### config.mk
export PLATFORM = sky130hd
export DESIGN_NAME = versatile_interface_adapter_flat
export DESIGN_NICKNAME = d
export VERILOG_FILES = /design/src/rtl/core/via_pkg.sv /design/src/rtl/core/via_req_if.sv /design/src/rtl/core/via_rsp_if.sv /design/src/rtl/core/versatile_interface_adapter.sv /design/src/rtl/core/via_regs.sv /design/src/flat_wrapper.sv
export VERILOG_INCLUDE_DIRS = /design/src /design/src/rtl/core
export SDC_FILE = /design/constraint.sdc
export NUM_CORES = 1
export LEC_CHECK = 0
export BUFFER_PORTS_ARGS = -buffer_cell sky130_fd_sc_hd__buf_2
export CORE_MARGIN = 1.5
export CORE_UTILIZATION = 58
export DETAILED_ROUTE_END_ITERATION = 7
export GPL_TIMING_DRIVEN = 0
export PLACE_DENSITY = 0.77
export REMOVE_ABC_BUFFERS = 1
export SYNTH_ARGS = -nofsm -noshare
export SYNTH_HDL_FRONTEND = slang
export SYNTH_HIERARCHICAL = 1
export SYNTH_SLANG_ARGS = --single-unit
### constraint.sdc
create_clock -name clk -period 6.13 [get_ports clk]
set_input_delay 0.3065 -clock clk [delete_from_list [all_inputs] [get_ports clk]]
set_output_delay 0.3065 -clock clk [all_outputs]
set_load 0.02 [all_outputs]
### src/rtl/core/assert_macros.svh
// Assertion helpers used by the RTL.
`ifndef ASSERT_MACROS_SVH
`define ASSERT_MACROS_SVH

// Checked on every clock edge outside reset.
`define VIA_ASSERT(name, prop) \
  name: assert property (@(posedge clk) disable iff (rst) (prop)) \
    else $error("via assertion failed");

// Checked on every clock edge, reset included.
`define VIA_ASSERT_ALWAYS(name, prop) \
  name: assert property (@(posedge clk) (prop)) \
    else $error("via assertion failed");

`endif

### src/rtl/core/via_pkg.sv
package via_pkg;

  localparam logic [1:0] CMD_READ   = 2'd0;
  localparam logic [1:0] CMD_WRITE  = 2'd1;
  localparam logic [1:0] CMD_TICK   = 2'd2;
  localparam logic [1:0] CMD_SAMPLE = 2'd3;

  localparam logic [3:0] REG_ORB    = 4'h0;
  localparam logic [3:0] REG_ORA    = 4'h1;
  localparam logic [3:0] REG_DDRB   = 4'h2;
  localparam logic [3:0] REG_DDRA   = 4'h3;
  localparam logic [3:0] REG_T1CL   = 4'h4;
  localparam logic [3:0] REG_T1CH   = 4'h5;
  localparam logic [3:0] REG_T1LL   = 4'h6;
  localparam logic [3:0] REG_T1LH   = 4'h7;
  localparam logic [3:0] REG_T2CL   = 4'h8;
  localparam logic [3:0] REG_T2CH   = 4'h9;
  localparam logic [3:0] REG_SR     = 4'hA;
  localparam logic [3:0] REG_ACR    = 4'hB;
  localparam logic [3:0] REG_PCR    = 4'hC;
  localparam logic [3:0] REG_IFR    = 4'hD;
  localparam logic [3:0] REG_IER    = 4'hE;
  localparam logic [3:0] REG_ORA_NH = 4'hF;

  // Flag and enable bit positions.
  localparam int unsigned FLAG_CA2 = 0;
  localparam int unsigned FLAG_CA1 = 1;
  localparam int unsigned FLAG_SR  = 2;
  localparam int unsigned FLAG_CB2 = 3;
  localparam int unsigned FLAG_CB1 = 4;
  localparam int unsigned FLAG_T2  = 5;
  localparam int unsigned FLAG_T1  = 6;

  // Control line modes (PCR CA2/CB2 field).
  localparam logic [2:0] MODE_IND_NEG   = 3'd1;
  localparam logic [2:0] MODE_IND_POS   = 3'd3;
  localparam logic [2:0] MODE_HANDSHAKE = 3'd4;
  localparam logic [2:0] MODE_PULSE     = 3'd5;
  localparam logic [2:0] MODE_MANUAL    = 3'd6;

  localparam logic [15:0] TIMER_ONES = 16'hFFFF;

  typedef struct packed {
    logic [1:0] command;
    logic [3:0] reg_index;
    logic [7:0] write_data;
    logic [7:0] port_a_in;
    logic [7:0] port_b_in;
    logic       ca1_level;
    logic       cb1_level;
    logic       ca2_level;
    logic       cb2_level;
  } req_t;

  typedef struct packed {
    logic [7:0] read_data;
    logic [7:0] port_a_out;
    logic [7:0] port_b_out;
    logic       ca2_out;
    logic       cb2_out;
    logic       irq_active;
  } rsp_t;

  function automatic logic [7:0] pins_a(input logic [7:0] ora, input logic [7:0] ddr,
                                        input logic [7:0] pin);
    return (ora & ddr) | (pin & ~ddr);
  endfunction

  function automatic logic [7:0] pins_b(input logic [7:0] orb, input logic [7:0] ddr,
                                        input logic [7:0] pin, input logic [7:0] acr,
                                        input logic toggle);
    logic [7:0] v;
    v = (orb & ddr) | (pin & ~ddr);
    if (acr[7] && ddr[7]) v[7] = toggle;
    return v;
  endfunction

  // Input modes 1 and 3 keep the CA2/CB2 flag on a port access.
  function automatic logic independent(input logic [2:0] mode);
    return (mode == MODE_IND_NEG) || (mode == MODE_IND_POS);
  endfunction

endpackage

### src/rtl/core/via_req_if.sv
interface via_req_if;
  logic          valid;
  logic          ready;
  via_pkg::req_t data;

  modport source (output valid, output data, input ready);
  modport sink (input valid, input data, output ready);
endinterface

### src/rtl/core/via_rsp_if.sv
interface via_rsp_if;
  logic          valid;
  logic          ready;
  via_pkg::rsp_t data;

  modport source (output valid, output data, input ready);
  modport sink (input valid, input data, output ready);
endinterface

### src/rtl/core/versatile_interface_adapter.sv
// Pipeline: a beat accepted on req passes through the input register, then the
// result register, before its result shows on rsp.
// Throughput: one beat per cycle while rsp is ready; register file update and result load happen in the same cycle.
// Reset: synchronous, active high; empties both pipeline registers and loads
// the register file reset values at once, with no clearing pass.
`include "assert_macros.svh"

module versatile_interface_adapter (
  input logic       clk,
  input logic       rst,
  via_req_if.sink   req,
  via_rsp_if.source rsp
);
  import via_pkg::*;

  logic  in_valid;
  req_t  in_item;
  logic  out_valid;
  rsp_t  out_item;
  logic  advance;
  rsp_t  result;

  // Process the held beat when the result register is free or draining.
  assign advance   = in_valid && (!out_valid || rsp.ready);
  assign req.ready = !in_valid || advance;
  assign rsp.valid = out_valid;
  assign rsp.data  = out_item;

  via_regs u_regs (
    .clk     (clk),
    .rst     (rst),
    .advance (advance),
    .item    (in_item),
    .result  (result)
  );

  always_ff @(posedge clk) begin
    if (rst) begin
      in_valid <= 1'b0;
    end else if (req.valid && req.ready) begin
      in_valid <= 1'b1;
    end else if (advance) begin
      in_valid <= 1'b0;
    end
  end

  always_ff @(posedge clk) begin
    if (req.valid && req.ready) in_item <= req.data;
  end

  always_ff @(posedge clk) begin
    if (rst) begin
      out_valid <= 1'b0;
    end else if (advance) begin
      out_valid <= 1'b1;
    end else if (rsp.ready) begin
      out_valid <= 1'b0;
    end
  end

  always_ff @(posedge clk) begin
    if (advance) out_item <= result;
  end

  `VIA_ASSERT_ALWAYS(a_reset_empty, rst |=> !in_valid && !out_valid)
  `VIA_ASSERT(a_advance_fills, advance |=> out_valid)
  `VIA_ASSERT(a_held_beat_stable, in_valid && !advance |=> in_valid && $stable(in_item))
  `VIA_ASSERT(a_read_data_zero, advance && in_item.command != CMD_READ |=> out_item.read_data == 8'h00)

endmodule

### src/rtl/core/via_regs.sv
module via_regs (
  input  logic          clk,
  input  logic          rst,
  input  logic          advance,
  input  via_pkg::req_t item,
  output via_pkg::rsp_t result
);
  import via_pkg::*;

  logic [7:0]  port_b_output, port_b_output_next;
  logic [7:0]  port_a_output, port_a_output_next;
  logic [7:0]  port_b_direction, port_b_direction_next;
  logic [7:0]  port_a_direction, port_a_direction_next;
  logic [15:0] timer1_count, timer1_count_next;
  logic [15:0] timer1_latch, timer1_latch_next;
  logic [15:0] timer2_count, timer2_count_next;
  logic [7:0]  timer2_latch_low, timer2_latch_low_next;
  logic [7:0]  shift_value, shift_value_next;
  logic [7:0]  aux_control, aux_control_next;
  logic [7:0]  periph_control, periph_control_next;
  logic [6:0]  flag_bits, flag_bits_next;
  logic [6:0]  enable_bits, enable_bits_next;
  logic        timer1_running, timer1_running_next;
  logic        timer2_running, timer2_running_next;
  logic        pb7_toggle, pb7_toggle_next;
  logic        ca2_drive, ca2_drive_next;
  logic        cb2_drive, cb2_drive_next;
  logic [3:0]  previous_lines, previous_lines_next;

  logic [2:0]  mode_a, mode_b;
  logic [7:0]  rd;
  logic        ca1_edge, cb1_edge, ca2_edge, cb2_edge;

  assign mode_a = periph_control[3:1];
  assign mode_b = periph_control[7:5];

  always_comb begin
    ca1_edge = periph_control[0] ? (item.ca1_level && !previous_lines[0])
                                 : (!item.ca1_level && previous_lines[0]);
    cb1_edge = periph_control[4] ? (item.cb1_level && !previous_lines[1])
                                 : (!item.cb1_level && previous_lines[1]);
    ca2_edge = (mode_a[2] || mode_a[1]) ? (item.ca2_level && !previous_lines[2])
                                        : (!item.ca2_level && previous_lines[2]);
    cb2_edge = (mode_b[2] || mode_b[1]) ? (item.cb2_level && !previous_lines[3])
                                        : (!item.cb2_level && previous_lines[3]);
  end

  always_comb begin
    port_b_output_next    = port_b_output;
    port_a_output_next    = port_a_output;
    port_b_direction_next = port_b_direction;
    port_a_direction_next = port_a_direction;
    timer1_count_next     = timer1_count;
    timer1_latch_next     = timer1_latch;
    timer2_count_next     = timer2_count;
    timer2_latch_low_next = timer2_latch_low;
    shift_value_next      = shift_value;
    aux_control_next      = aux_control;
    periph_control_next   = periph_control;
    flag_bits_next        = flag_bits;
    enable_bits_next      = enable_bits;
    timer1_running_next   = timer1_running;
    timer2_running_next   = timer2_running;
    pb7_toggle_next       = pb7_toggle;
    ca2_drive_next        = ca2_drive;
    cb2_drive_next        = cb2_drive;
    previous_lines_next   = previous_lines;
    rd                    = 8'h00;

    unique case (item.command)
      CMD_READ: begin
        unique case (item.reg_index)
          REG_ORB: begin
            rd = pins_b(port_b_output, port_b_direction, item.port_b_in,
                        aux_control, pb7_toggle);
            flag_bits_next[FLAG_CB1] = 1'b0;
            if (!independent(mode_b)) flag_bits_next[FLAG_CB2] = 1'b0;
          end
          REG_ORA: begin
            rd = pins_a(port_a_output, port_a_direction, item.port_a_in);
            flag_bits_next[FLAG_CA1] = 1'b0;
            if (!independent(mode_a)) flag_bits_next[FLAG_CA2] = 1'b0;
            if (mode_a == MODE_HANDSHAKE || mode_a == MODE_PULSE) ca2_drive_next = 1'b0;
          end
          REG_DDRB: rd = port_b_direction;
          REG_DDRA: rd = port_a_direction;
          REG_T1CL: begin
            rd = timer1_count[7:0];
            flag_bits_next[FLAG_T1] = 1'b0;
          end
          REG_T1CH: rd = timer1_count[15:8];
          REG_T1LL: rd = timer1_latch[7:0];
          REG_T1LH: rd = timer1_latch[15:8];
          REG_T2CL: begin
            rd = timer2_count[7:0];
            flag_bits_next[FLAG_T2] = 1'b0;
          end
          REG_T2CH: rd = timer2_count[15:8];
          REG_SR: begin
            rd = shift_value;
            flag_bits_next[FLAG_SR] = 1'b0;
          end
          REG_ACR: rd = aux_control;
          REG_PCR: rd = periph_control;
          REG_IFR: rd = {|(flag_bits & enable_bits), flag_bits};
          REG_IER: rd = {1'b1, enable_bits};
          REG_ORA_NH: rd = pins_a(port_a_output, port_a_direction, item.port_a_in);
        endcase
      end
      CMD_WRITE: begin
        unique case (item.reg_index)
          REG_ORB: begin
            port_b_output_next = item.write_data;
            flag_bits_next[FLAG_CB1] = 1'b0;
            if (!independent(mode_b)) flag_bits_next[FLAG_CB2] = 1'b0;
            if (mode_b == MODE_HANDSHAKE || mode_b == MODE_PULSE) cb2_drive_next = 1'b0;
          end
          REG_ORA: begin
            port_a_output_next = item.write_data;
            flag_bits_next[FLAG_CA1] = 1'b0;
            if (!independent(mode_a)) flag_bits_next[FLAG_CA2] = 1'b0;
            if (mode_a == MODE_HANDSHAKE || mode_a == MODE_PULSE) ca2_drive_next = 1'b0;
          end
          REG_DDRB: port_b_direction_next = item.write_data;
          REG_DDRA: port_a_direction_next = item.write_data;
          REG_T1CL, REG_T1LL: timer1_latch_next = {timer1_latch[15:8], item.write_data};
          REG_T1CH: begin
            timer1_latch_next   = {item.write_data, timer1_latch[7:0]};
            timer1_count_next   = {item.write_data, timer1_latch[7:0]};
            timer1_running_next = 1'b1;
            pb7_toggle_next     = 1'b0;
            flag_bits_next[FLAG_T1] = 1'b0;
          end
          REG_T1LH: begin
            timer1_latch_next = {item.write_data, timer1_latch[7:0]};
            flag_bits_next[FLAG_T1] = 1'b0;
          end
          REG_T2CL: timer2_latch_low_next = item.write_data;
          REG_T2CH: begin
            timer2_count_next   = {item.write_data, timer2_latch_low};
            timer2_running_next = 1'b1;
            flag_bits_next[FLAG_T2] = 1'b0;
          end
          REG_SR: begin
            shift_value_next = item.write_data;
            flag_bits_next[FLAG_SR] = 1'b0;
          end
          REG_ACR: aux_control_next = item.write_data;
          REG_PCR: begin
            periph_control_next = item.write_data;
            if (item.write_data[3:1] >= MODE_MANUAL) ca2_drive_next = item.write_data[3];
            if (item.write_data[7:5] >= MODE_MANUAL) cb2_drive_next = item.write_data[7];
          end
          REG_IFR: flag_bits_next = flag_bits & ~item.write_data[6:0];
          REG_IER: begin
            if (item.write_data[7]) enable_bits_next = enable_bits | item.write_data[6:0];
            else enable_bits_next = enable_bits & ~item.write_data[6:0];
          end
          REG_ORA_NH: port_a_output_next = item.write_data;
        endcase
      end
      CMD_TICK: begin
        // pulse mode releases the line on the next tick
        if (mode_a == MODE_PULSE) ca2_drive_next = 1'b1;
        if (mode_b == MODE_PULSE) cb2_drive_next = 1'b1;
        if (timer1_running) begin
          if (timer1_count == 16'd0) begin
            timer1_count_next = timer1_latch;
            flag_bits_next[FLAG_T1] = 1'b1;
            pb7_toggle_next = !pb7_toggle;
            if (!aux_control[6]) timer1_running_next = 1'b0;
          end else begin
            timer1_count_next = timer1_count - 16'd1;
          end
        end
        if (timer2_running && !aux_control[5]) begin
          if (timer2_count == 16'd0) begin
            timer2_count_next   = TIMER_ONES;
            flag_bits_next[FLAG_T2] = 1'b1;
            timer2_running_next = 1'b0;
          end else begin
            timer2_count_next = timer2_count - 16'd1;
          end
        end
      end
      CMD_SAMPLE: begin
        previous_lines_next = {item.cb2_level, item.ca2_level, item.cb1_level, item.ca1_level};
        if (ca1_edge) begin
          flag_bits_next[FLAG_CA1] = 1'b1;
          if (mode_a == MODE_HANDSHAKE) ca2_drive_next = 1'b1;
        end
        if (cb1_edge) begin
          flag_bits_next[FLAG_CB1] = 1'b1;
          if (mode_b == MODE_HANDSHAKE) cb2_drive_next = 1'b1;
        end
        // output modes only record the level
        if (ca2_edge && !mode_a[2]) flag_bits_next[FLAG_CA2] = 1'b1;
        if (cb2_edge && !mode_b[2]) flag_bits_next[FLAG_CB2] = 1'b1;
      end
    endcase

    result.read_data  = rd;
    result.port_a_out = pins_a(port_a_output_next, port_a_direction_next, item.port_a_in);
    result.port_b_out = pins_b(port_b_output_next, port_b_direction_next, item.port_b_in,
                               aux_control_next, pb7_toggle_next);
    result.ca2_out    = ca2_drive_next;
    result.cb2_out    = cb2_drive_next;
    result.irq_active = |(flag_bits_next & enable_bits_next);
  end

  always_ff @(posedge clk) begin
    if (rst) begin
      port_b_output    <= 8'h00;
      port_a_output    <= 8'h00;
      port_b_direction <= 8'h00;
      port_a_direction <= 8'h00;
      timer1_count     <= TIMER_ONES;
      timer1_latch     <= TIMER_ONES;
      timer2_count     <= TIMER_ONES;
      timer2_latch_low <= 8'hFF;
      shift_value      <= 8'h00;
      aux_control      <= 8'h00;
      periph_control   <= 8'h00;
      flag_bits        <= 7'h00;
      enable_bits      <= 7'h00;
      timer1_running   <= 1'b0;
      timer2_running   <= 1'b0;
      pb7_toggle       <= 1'b1;
      ca2_drive        <= 1'b0;
      cb2_drive        <= 1'b0;
      previous_lines   <= 4'h0;
    end else if (advance) begin
      port_b_output    <= port_b_output_next;
      port_a_output    <= port_a_output_next;
      port_b_direction <= port_b_direction_next;
      port_a_direction <= port_a_direction_next;
      timer1_count     <= timer1_count_next;
      timer1_latch     <= timer1_latch_next;
      timer2_count     <= timer2_count_next;
      timer2_latch_low <= timer2_latch_low_next;
      shift_value      <= shift_value_next;
      aux_control      <= aux_control_next;
      periph_control   <= periph_control_next;
      flag_bits        <= flag_bits_next;
      enable_bits      <= enable_bits_next;
      timer1_running   <= timer1_running_next;
      timer2_running   <= timer2_running_next;
      pb7_toggle       <= pb7_toggle_next;
      ca2_drive        <= ca2_drive_next;
      cb2_drive        <= cb2_drive_next;
      previous_lines   <= previous_lines_next;
    end
  end

endmodule
### src/flat_wrapper.sv
// flat-port wrapper written by rule: the top's interface ports become plain ports
module versatile_interface_adapter_flat import via_pkg::*;
  (clk, rst, req_valid, req_data, req_ready, rsp_valid, rsp_data, rsp_ready);
  via_req_if req_i ();
  via_rsp_if rsp_i ();
  input logic clk;
  input logic rst;
  input wire logic [$bits(req_i.valid)-1:0] req_valid;
  input wire logic [$bits(req_i.data)-1:0] req_data;
  output wire logic [$bits(req_i.ready)-1:0] req_ready;
  output wire logic [$bits(rsp_i.valid)-1:0] rsp_valid;
  output wire logic [$bits(rsp_i.data)-1:0] rsp_data;
  input wire logic [$bits(rsp_i.ready)-1:0] rsp_ready;
  assign req_i.valid = req_valid;
  assign req_i.data = req_data;
  assign req_ready = req_i.ready;
  assign rsp_valid = rsp_i.valid;
  assign rsp_data = rsp_i.data;
  assign rsp_i.ready = rsp_ready;
  versatile_interface_adapter u_core (.clk(clk), .rst(rst), .req(req_i), .rsp(rsp_i));
endmodule
==> impl_results.md, run 1 <==
- Placed cell area: 11100 um2
- FF+latch count, synth: 198
- Hold Vio Cnt, Final: 0
- Inserted Diodes: 0
- P per Cell Area: 246 nW/um2
- Port bufs: 66
- Drt pass-1 iters: 5
- Crit path max fanout: 22
- Finish-stage setup viols: 0
- DRT antenna net count: 0
- Remaining global-route overflow: 0
- Achievable Freq: 245 MHz
- Yosys warnings: 6
- Area Overhead vs Synth: 9.51%
- Final WL: 34.0 mm
- Slew margin rel.: 17.4%
- Nets: 1276
- Mapped cell area: 10700 um2
- Maximum VDD drop: 0.197 mV
- Post-synth top area share: 25.6%
- Clk pin slew, worst setup/hold paths: 0.08 ns
- CTS Buf Count: 17
- IO Pins: 67
- Initial antenna violation count: 0
- Unrepaired setup endpoints after global routing: false
- Vias: 10200
- Die area: 19300 um2
- Cell Rows: 49
- Hold Path Sink: u_core/in_item[26]
- Clock Skew: 0.0118 ns
- Synth cell count leaders: nand2_1, dfxtp_1, a21oi_1
- Die width: 139 um
- R2R cell count: 8
- Cts repair resizes: 0
- Share of cells above drive strength 1: 12.7%
- Buffers from clock root to sink, at most: 2
- Minimum clock period: 4.08 ns
- Setup TNS: 0 ns
- DR WL/cell: 23.1 um
- Area of the multi-input gates: 5610 um2
- Largest area contributor in the netlist: dfxtp_1
- Setup crit start kind: register
- TritonCTS clock tree: built
- Tot GR Track Use: 34.2%
- CTS Root Cell: clkbuf_16
- DRC violations left: 0
- Die H: 139 um
- Final slew viol count: 0
- Mapped Cells: 1230
- Seq/Total Area, Yosys: 42.7%
- Actual slew at the worst max-slew pin: 1.24 ns
- Fillcell total: 1474
- Final Cell Area: 11700 um2
- Post-DP HPWL: 22.3 mm
- Worst min-delay path class: primary input to register
- FF-to-FF Start: u_core/in_item[33]
- Maxcap violations: 0
- Crit path DAT: 4.25 ns
- Outcome: complete, no violations
- Setup bufs post-CTS: 0
- Starting Density: 59.4%
- Vias per cell: 6.90
- Post-synth EDFFs: 61
- Hold path cells: 1
- Fraction of registers with async set/reset: 0%
- Reg2reg end: u_core/rsp.data[0]
- Leak: 4.10 nW
- Global-route wire length before repair: 51.5 mm
- Sink Count: 198
- Synth unique cells: 90
- Critical path class: register to register
- Most frequent cell after synthesis: nand2_1
- Reg2reg setup slack: 2.05 ns
- H-tree levels: 4
- Largest net degree at the start of global routing: 85
- Top_reg_cell synth: dfxtp_1
- Setup crit end kind: register
- Worst path required time: 6.30 ns
- Clk_lat worst skew: 0.45 ns
- Gpl congestion: 0.980
- Largest cells by area after synthesis: dfxtp_1, edfxtp_1, mux2i_1, nand2_1, a21oi_1
- Finished Core Util: 65.0%
- Hold Path Origin: req_data[26]
- DR iter-0 viols: 1451
- Post-Syn Area per Cell: 8.70 um2
- Final Cycle Share: 66.5%
- Cts hold-fix bufs: 0
- FF/Latch Area: 4570 um2
- Core area: 18000 um2
- Vias in the first global route: 9064
==> area by class of cell <==
type | count | share of cell area [%]
clock buffers | 17 | 3.63
clock inverters | 15 | 1.57
inverters | 28 | 0.897
multi-input cells | 910 | 47.8
flip-flops and latches | 198 | 39.0
well taps | 229 | 2.45
repair buffers | 76 | 4.58
==> cell families after synthesis <==
| group | synth area share, % |
|---|---|
| DFF | 42.7 |
| and+or+nand+nor | 21.1 |
| muxes | 8.48 |
| AOI/OAI and AO/OA | 21.6 |
| adders and majority gates | 0.818 |
| xor gates and xnor gates | 0.327 |
| buffers and inverters | 4.95 |
==> placed cells by master (no fill, tap or decap), types with 7 or more instances in the layout <==
cell | Yosys | routed
o211ai_1 | 16 | 16
nor4_1 | 8 | 8
mux2i_1 | 76 | 76
nor2b_1 | 12 | 12
mux2_2 | 11 | 11
inv_1 | 25 | 24
o21ai_0 | 60 | 60
nand2b_1 | 16 | 16
clkbuf_16 | 0 | 17
a31oi_1 | 23 | 23
nand4_1 | 7 | 7
and2_1 | 7 | 8
a22o_1 | 11 | 11
nand2_1 | 147 | 147
a21oi_1 | 108 | 108
and3_1 | 8 | 8
nor2_1 | 106 | 106
dfxtp_1 | 137 | 137
buf_2 | 24 | 65
o22ai_1 | 29 | 29
edfxtp_1 | 61 | 61
a211oi_1 | 14 | 14
nor3_1 | 23 | 23
a22oi_1 | 23 | 23
nand3_1 | 57 | 57
==> through the flow <==
| stage | worst slack [ns] | instances | power (W) | hold slack, ns |
|---|---|---|---|---|
| floorplan | 2.44 | 1136 | 0.00161 | 0.369 |
| global route | 1.99 | 1473 | 0.00296 | 0.0127 |
| finish | 2.05 | 1473 | 0.00289 | 0.0270 |
| global placement | 1.03 | 1431 | 0.00172 | 0.449 |
| detailed placement | 2.35 | 1438 | 0.00174 | 0.458 |
| CTS | 2.29 | 1470 | 0.00288 | 0.0166 |
==> flip-flops by register name (all words and copies together), names as in the netlist, 16 cells and up <==
name / flops
u_core/u_regs/timer1_count: 16
u_core/u_regs/timer2_count: 16
u_core/rsp.data: 27
u_core/in_item: 34
u_core/u_regs/timer1_latch: 16
==> how the worst max path moves through the flow <==
stage / startpoint / end
floorplan: u_core/in_item[28] / u_core/rsp.data[18]
global placement: u_core/in_item[33] / u_core/u_regs/port_a_direction[5]
detailed placement: u_core/in_item[31] / u_core/rsp.data[0]
CTS: u_core/in_item[33] / u_core/rsp.data[8]
global route: u_core/in_item[33] / u_core/rsp.data[0]
finish: u_core/in_item[33] / u_core/rsp.data[0]
==> critical path: stages (launching register included) <==
cell	delay, ns
edfxtp_1	0.44
inv_1	0.13
ha_1	0.82
clkinv_1	0.78
nor3_2	0.58
nand2_1	0.13
mux2i_1	0.20
o32ai_1	0.11
or4_1	0.60
==> routing by layer <==
metal	track usage (%)	vias to the layer above	wire [um]
met4	13.4	0	1360
met2	54.4	638	15500
met5	0	-	0
li1	-	4539	-
met1	46.0	4893	13900
met3	6.73	100	3240
==> power breakdown <==
group          switching [W]  internal [W]  total [W]
clock network       0.000597      0.000564    0.00116
logic               0.000181     0.0000976   0.000279
registers          0.0000598       0.00139    0.00145
total               0.000838       0.00205    0.00289
Note: power is estimated with default switching activity, not from simulation.
==> run 2: changes to the inputs <==
--- a/config.mk
+++ b/config.mk
@@ -6,6 +6,7 @@
 export SDC_FILE = /design/constraint.sdc
 export NUM_CORES = 1
 export LEC_CHECK = 0
+export ABC_AREA = 1
 export BUFFER_PORTS_ARGS = -buffer_cell sky130_fd_sc_hd__buf_2
 export CORE_MARGIN = 1.5
 export CORE_UTILIZATION = 58
==> constraint.sdc (replaced) <==
create_clock -name clk -period 4.1 [get_ports clk]
set_input_delay 0.205 -clock clk [delete_from_list [all_inputs] [get_ports clk]]
set_output_delay 0.205 -clock clk [all_outputs]
set_load 0.02 [all_outputs]
==> impl_results.md, run 2 <==
- Share of cells above drive strength 1: 10.1% (-2.6 points)
- Clk_lat worst skew: 0.45 ns (about the same)
- Die area: 18900 um2 (-1.7%)
- Die width: 138 um (-0.85%)
- Final setup margin: 0.689 ns (-1.36 ns)
- Fraction of registers with async set/reset: 0% (unchanged)
- Vias per cell: 5.97 (-14%)
- Most common cell after layout, fill and taps aside: nand2_1
- Top_reg_cell synth: dfxtp_1
- Fillcell total: 1489 (+1.0%)
- Hold Vio Cnt, Final: 0 (unchanged)
- Critical path class: register to register
- Final slew viol count: 0 (unchanged)
- Die H: 138 um (-0.85%)
- Most frequent cell after synthesis: nand2_1
- Maximum VDD drop: 0.333 mV (+70%)
- TritonCTS clock tree: built
- P per Cell Area: 374 nW/um2 (+52%)
- Leak: 5.28 nW (+29%)
- Pwr Total: 0.00446 W (+54%)
- Post-Place Setup Slack: 0.679 ns (-1.67 ns)
- Unrepaired setup endpoints after global routing: false
- Remaining global-route overflow: 0 (unchanged)
- Achievable Freq: 293 MHz (+20%)
- CTS Root Cell: clkbuf_16
- Cts hold-fix bufs: 34 (+34)
- Cts repair resizes: 0 (unchanged)
- Max FFs per register: 34 (unchanged)
- Post-synth EDFFs: 61 (unchanged)
- Mapped Cells: 1481 (+20%)
- Area Overhead vs Synth: 13.4%
- Crit path max fanout: 37 (+68%)
- CP peak stage delay: 0.71 ns (-0.11 ns)
- Mapped cell area: 10500 um2 (-1.7%)
- Finished Core Util: 66.8% (+1.8 points)
- Clk pin slew, worst setup/hold paths: 0.08 ns (about the same)
- DR WL/cell: 18.8 um (-18%)
- Sink Count: 198 (unchanged)
- Synth cell count leaders: nand2_1, inv_1, nor2_1
- IO Pins: 67 (unchanged)
- Slowest cell on the critical path: ha_2
- Worst path required time: 4.42 ns (-1.88 ns)
- H-tree levels: 4 (unchanged)
- Finish-stage setup viols: 0 (unchanged)
- CTS Buf Count: 17 (unchanged)
- Crit path DAT: 3.73 ns (-0.52 ns)
- Placed cell count: 1720 (+20%)
- Seq/Total Area, Yosys: 43.5% (+0.75 points)
- CP Cell Sequence: inv_1 -> ha_2 -> inv_2 -> o21ai_1 -> inv_2 -> nor2_2 -> inv_2 -> a21oi_1 -> o21ai_1
- Core area: 17800 um2 (-1.0%)
- Most flops, register: u_core/in_item
- Largest area contributor in the netlist: dfxtp_1
- Area of the multi-input gates: 4880 um2 (-13%)
- Placed cell area: 11000 um2 (-0.85%)
- Maxcap violations: 0 (unchanged)
- Synth unique cells: 40 (-56%)
- DRT antenna net count: 0 (unchanged)
- Nets: 1589 (+25%)
- Slew margin rel.: 7.69% (-9.7 points)
- Tot GR Track Use: 35.8% (+1.6 points)
- Final WL: 33.6 mm (-1.2%)
- Final non-filler cell total: 1786 (+21%)
- Post-DP HPWL: 22.7 mm (+1.7%)
- Largest cells by area after synthesis: dfxtp_1, edfxtp_1, nand2_1, inv_1, nor2_1
- DR iter-0 viols: 1418 (-2.3%)
- Buffers from clock root to sink, at most: 2 (unchanged)
- Post-Syn Area per Cell: 7.10 um2 (-18%)
- Global-route wire length before repair: 50.9 mm (-1.2%)
- FF/Latch Area: 4570 um2 (unchanged)
- Setup crit end kind: register
- Port bufs: 66 (unchanged)
- Setup bufs post-CTS: 0 (unchanged)
- Final Cell Area: 11900 um2 (+1.8%)
- Inserted Diodes: 0 (unchanged)
- Initial antenna violation count: 0 (unchanged)
- Yosys warnings: 6 (unchanged)
- Worst min-delay path class: primary input to register
- Largest net degree at the start of global routing: 65 (-24%)
- Setup crit start kind: register
- Starting Density: 58.9% (-0.43 points)
- Clock Skew: 0.0174 ns (+0.00561 ns)
- Most common cell type on the critical path: inv_2
- FF+latch count, synth: 198 (unchanged)
- Minimum clock period: 3.41 ns (-0.667 ns)
- Post-synth top area share: 26.1% (+0.45 points)
- Final Cycle Share: 83.2% (+17 points)
- Vias: 10700 (+4.8%)
- Actual slew at the worst max-slew pin: 1.38 ns (+0.145 ns)
- Gpl congestion: 1.03 (+5.5%)
- Drt pass-1 iters: 8 (+3)
- Outcome: complete, no violations
- Cell Rows: 49 (unchanged)
- Commonest cells after routing, fill and taps aside: nand2_1, inv_1, nor2_1, dfxtp_1, a21oi_1
- Vias in the first global route: 9252 (+2.1%)
- DRC violations left: 0 (unchanged)
run 2: critical path: cells and delay by family (launching register included):
family / cells / cell delay [ns]
fa+ha+maj: 1 / 0.71
flops: 1 / 0.43
compound gates: 3 / 0.58
simple gates: 1 / 0.67
buf+inv: 4 / 0.88
run 2: cells by family after synthesis:
kind of cell             synth area share [%]
AND/OR/NAND/NOR                          23.8
AO/OA/AOI/OAI                            20.6
buffers and inverters                    10.2
flip-flops                               43.5
XOR/XNOR                                0.833
adder cells (fa/ha/maj)                 0.833
multiplexers                            0.214
run 2: final timing paths:
check                                from                       endpoint  slack (ns)  depth (start not counted)
max                    u_core/in_item[32]  u_core/u_regs/timer1_count[6]        0.69                          9
max reg2reg            u_core/in_item[32]  u_core/u_regs/timer1_count[6]        0.69                          9
min reg2reg  u_core/u_regs/shift_value[6]   u_core/u_regs/shift_value[6]        0.46                          2
min                             req_valid                u_core/in_valid        0.05                          3
run 2: report_power, final:
part	internal, W	leakage, nW	total (W)	switching, W
Combinational	0.000178	3.28	0.000552	0.000373
Sequential	0.00211	1.71	0.00219	0.0000819
Clock	0.000844	0.295	0.00171	0.000870
Total	0.00313	5.28	0.00446	0.00133
run 2: final cells by class:
cell class / instances / share of cell area [%]
Multi-Input combinational cell: 1008 / 40.9
Sequential cell: 198 / 38.4
Inverter: 215 / 6.77
Timing Repair Buffer: 104 / 6.36
Clock buffer: 18 / 3.68
Tap cell: 229 / 2.40
Clock inverter: 14 / 1.50
run 2: routing by layer:
layer	share of wire [%]	GRT usage (%)	up-vias	wire length, um
met5	0	0	-	0
met4	4.1	15.0	0	1390
met3	11	8.13	104	3800
met2	44	54.4	660	14700
met1	41	49.1	4861	13700
li1	-	-	5033	-
run 2: per-stage QoR:
step,setup TNS (ns),hold WS (ns)
2_1_floorplan,-131.01,0.267
3_3_place_gp,-546.14,0.382
3_5_place_dp,0,0.383
4_1_cts,0,0.0115
5_1_grt,0,0.0452
6_report,0,0.0476
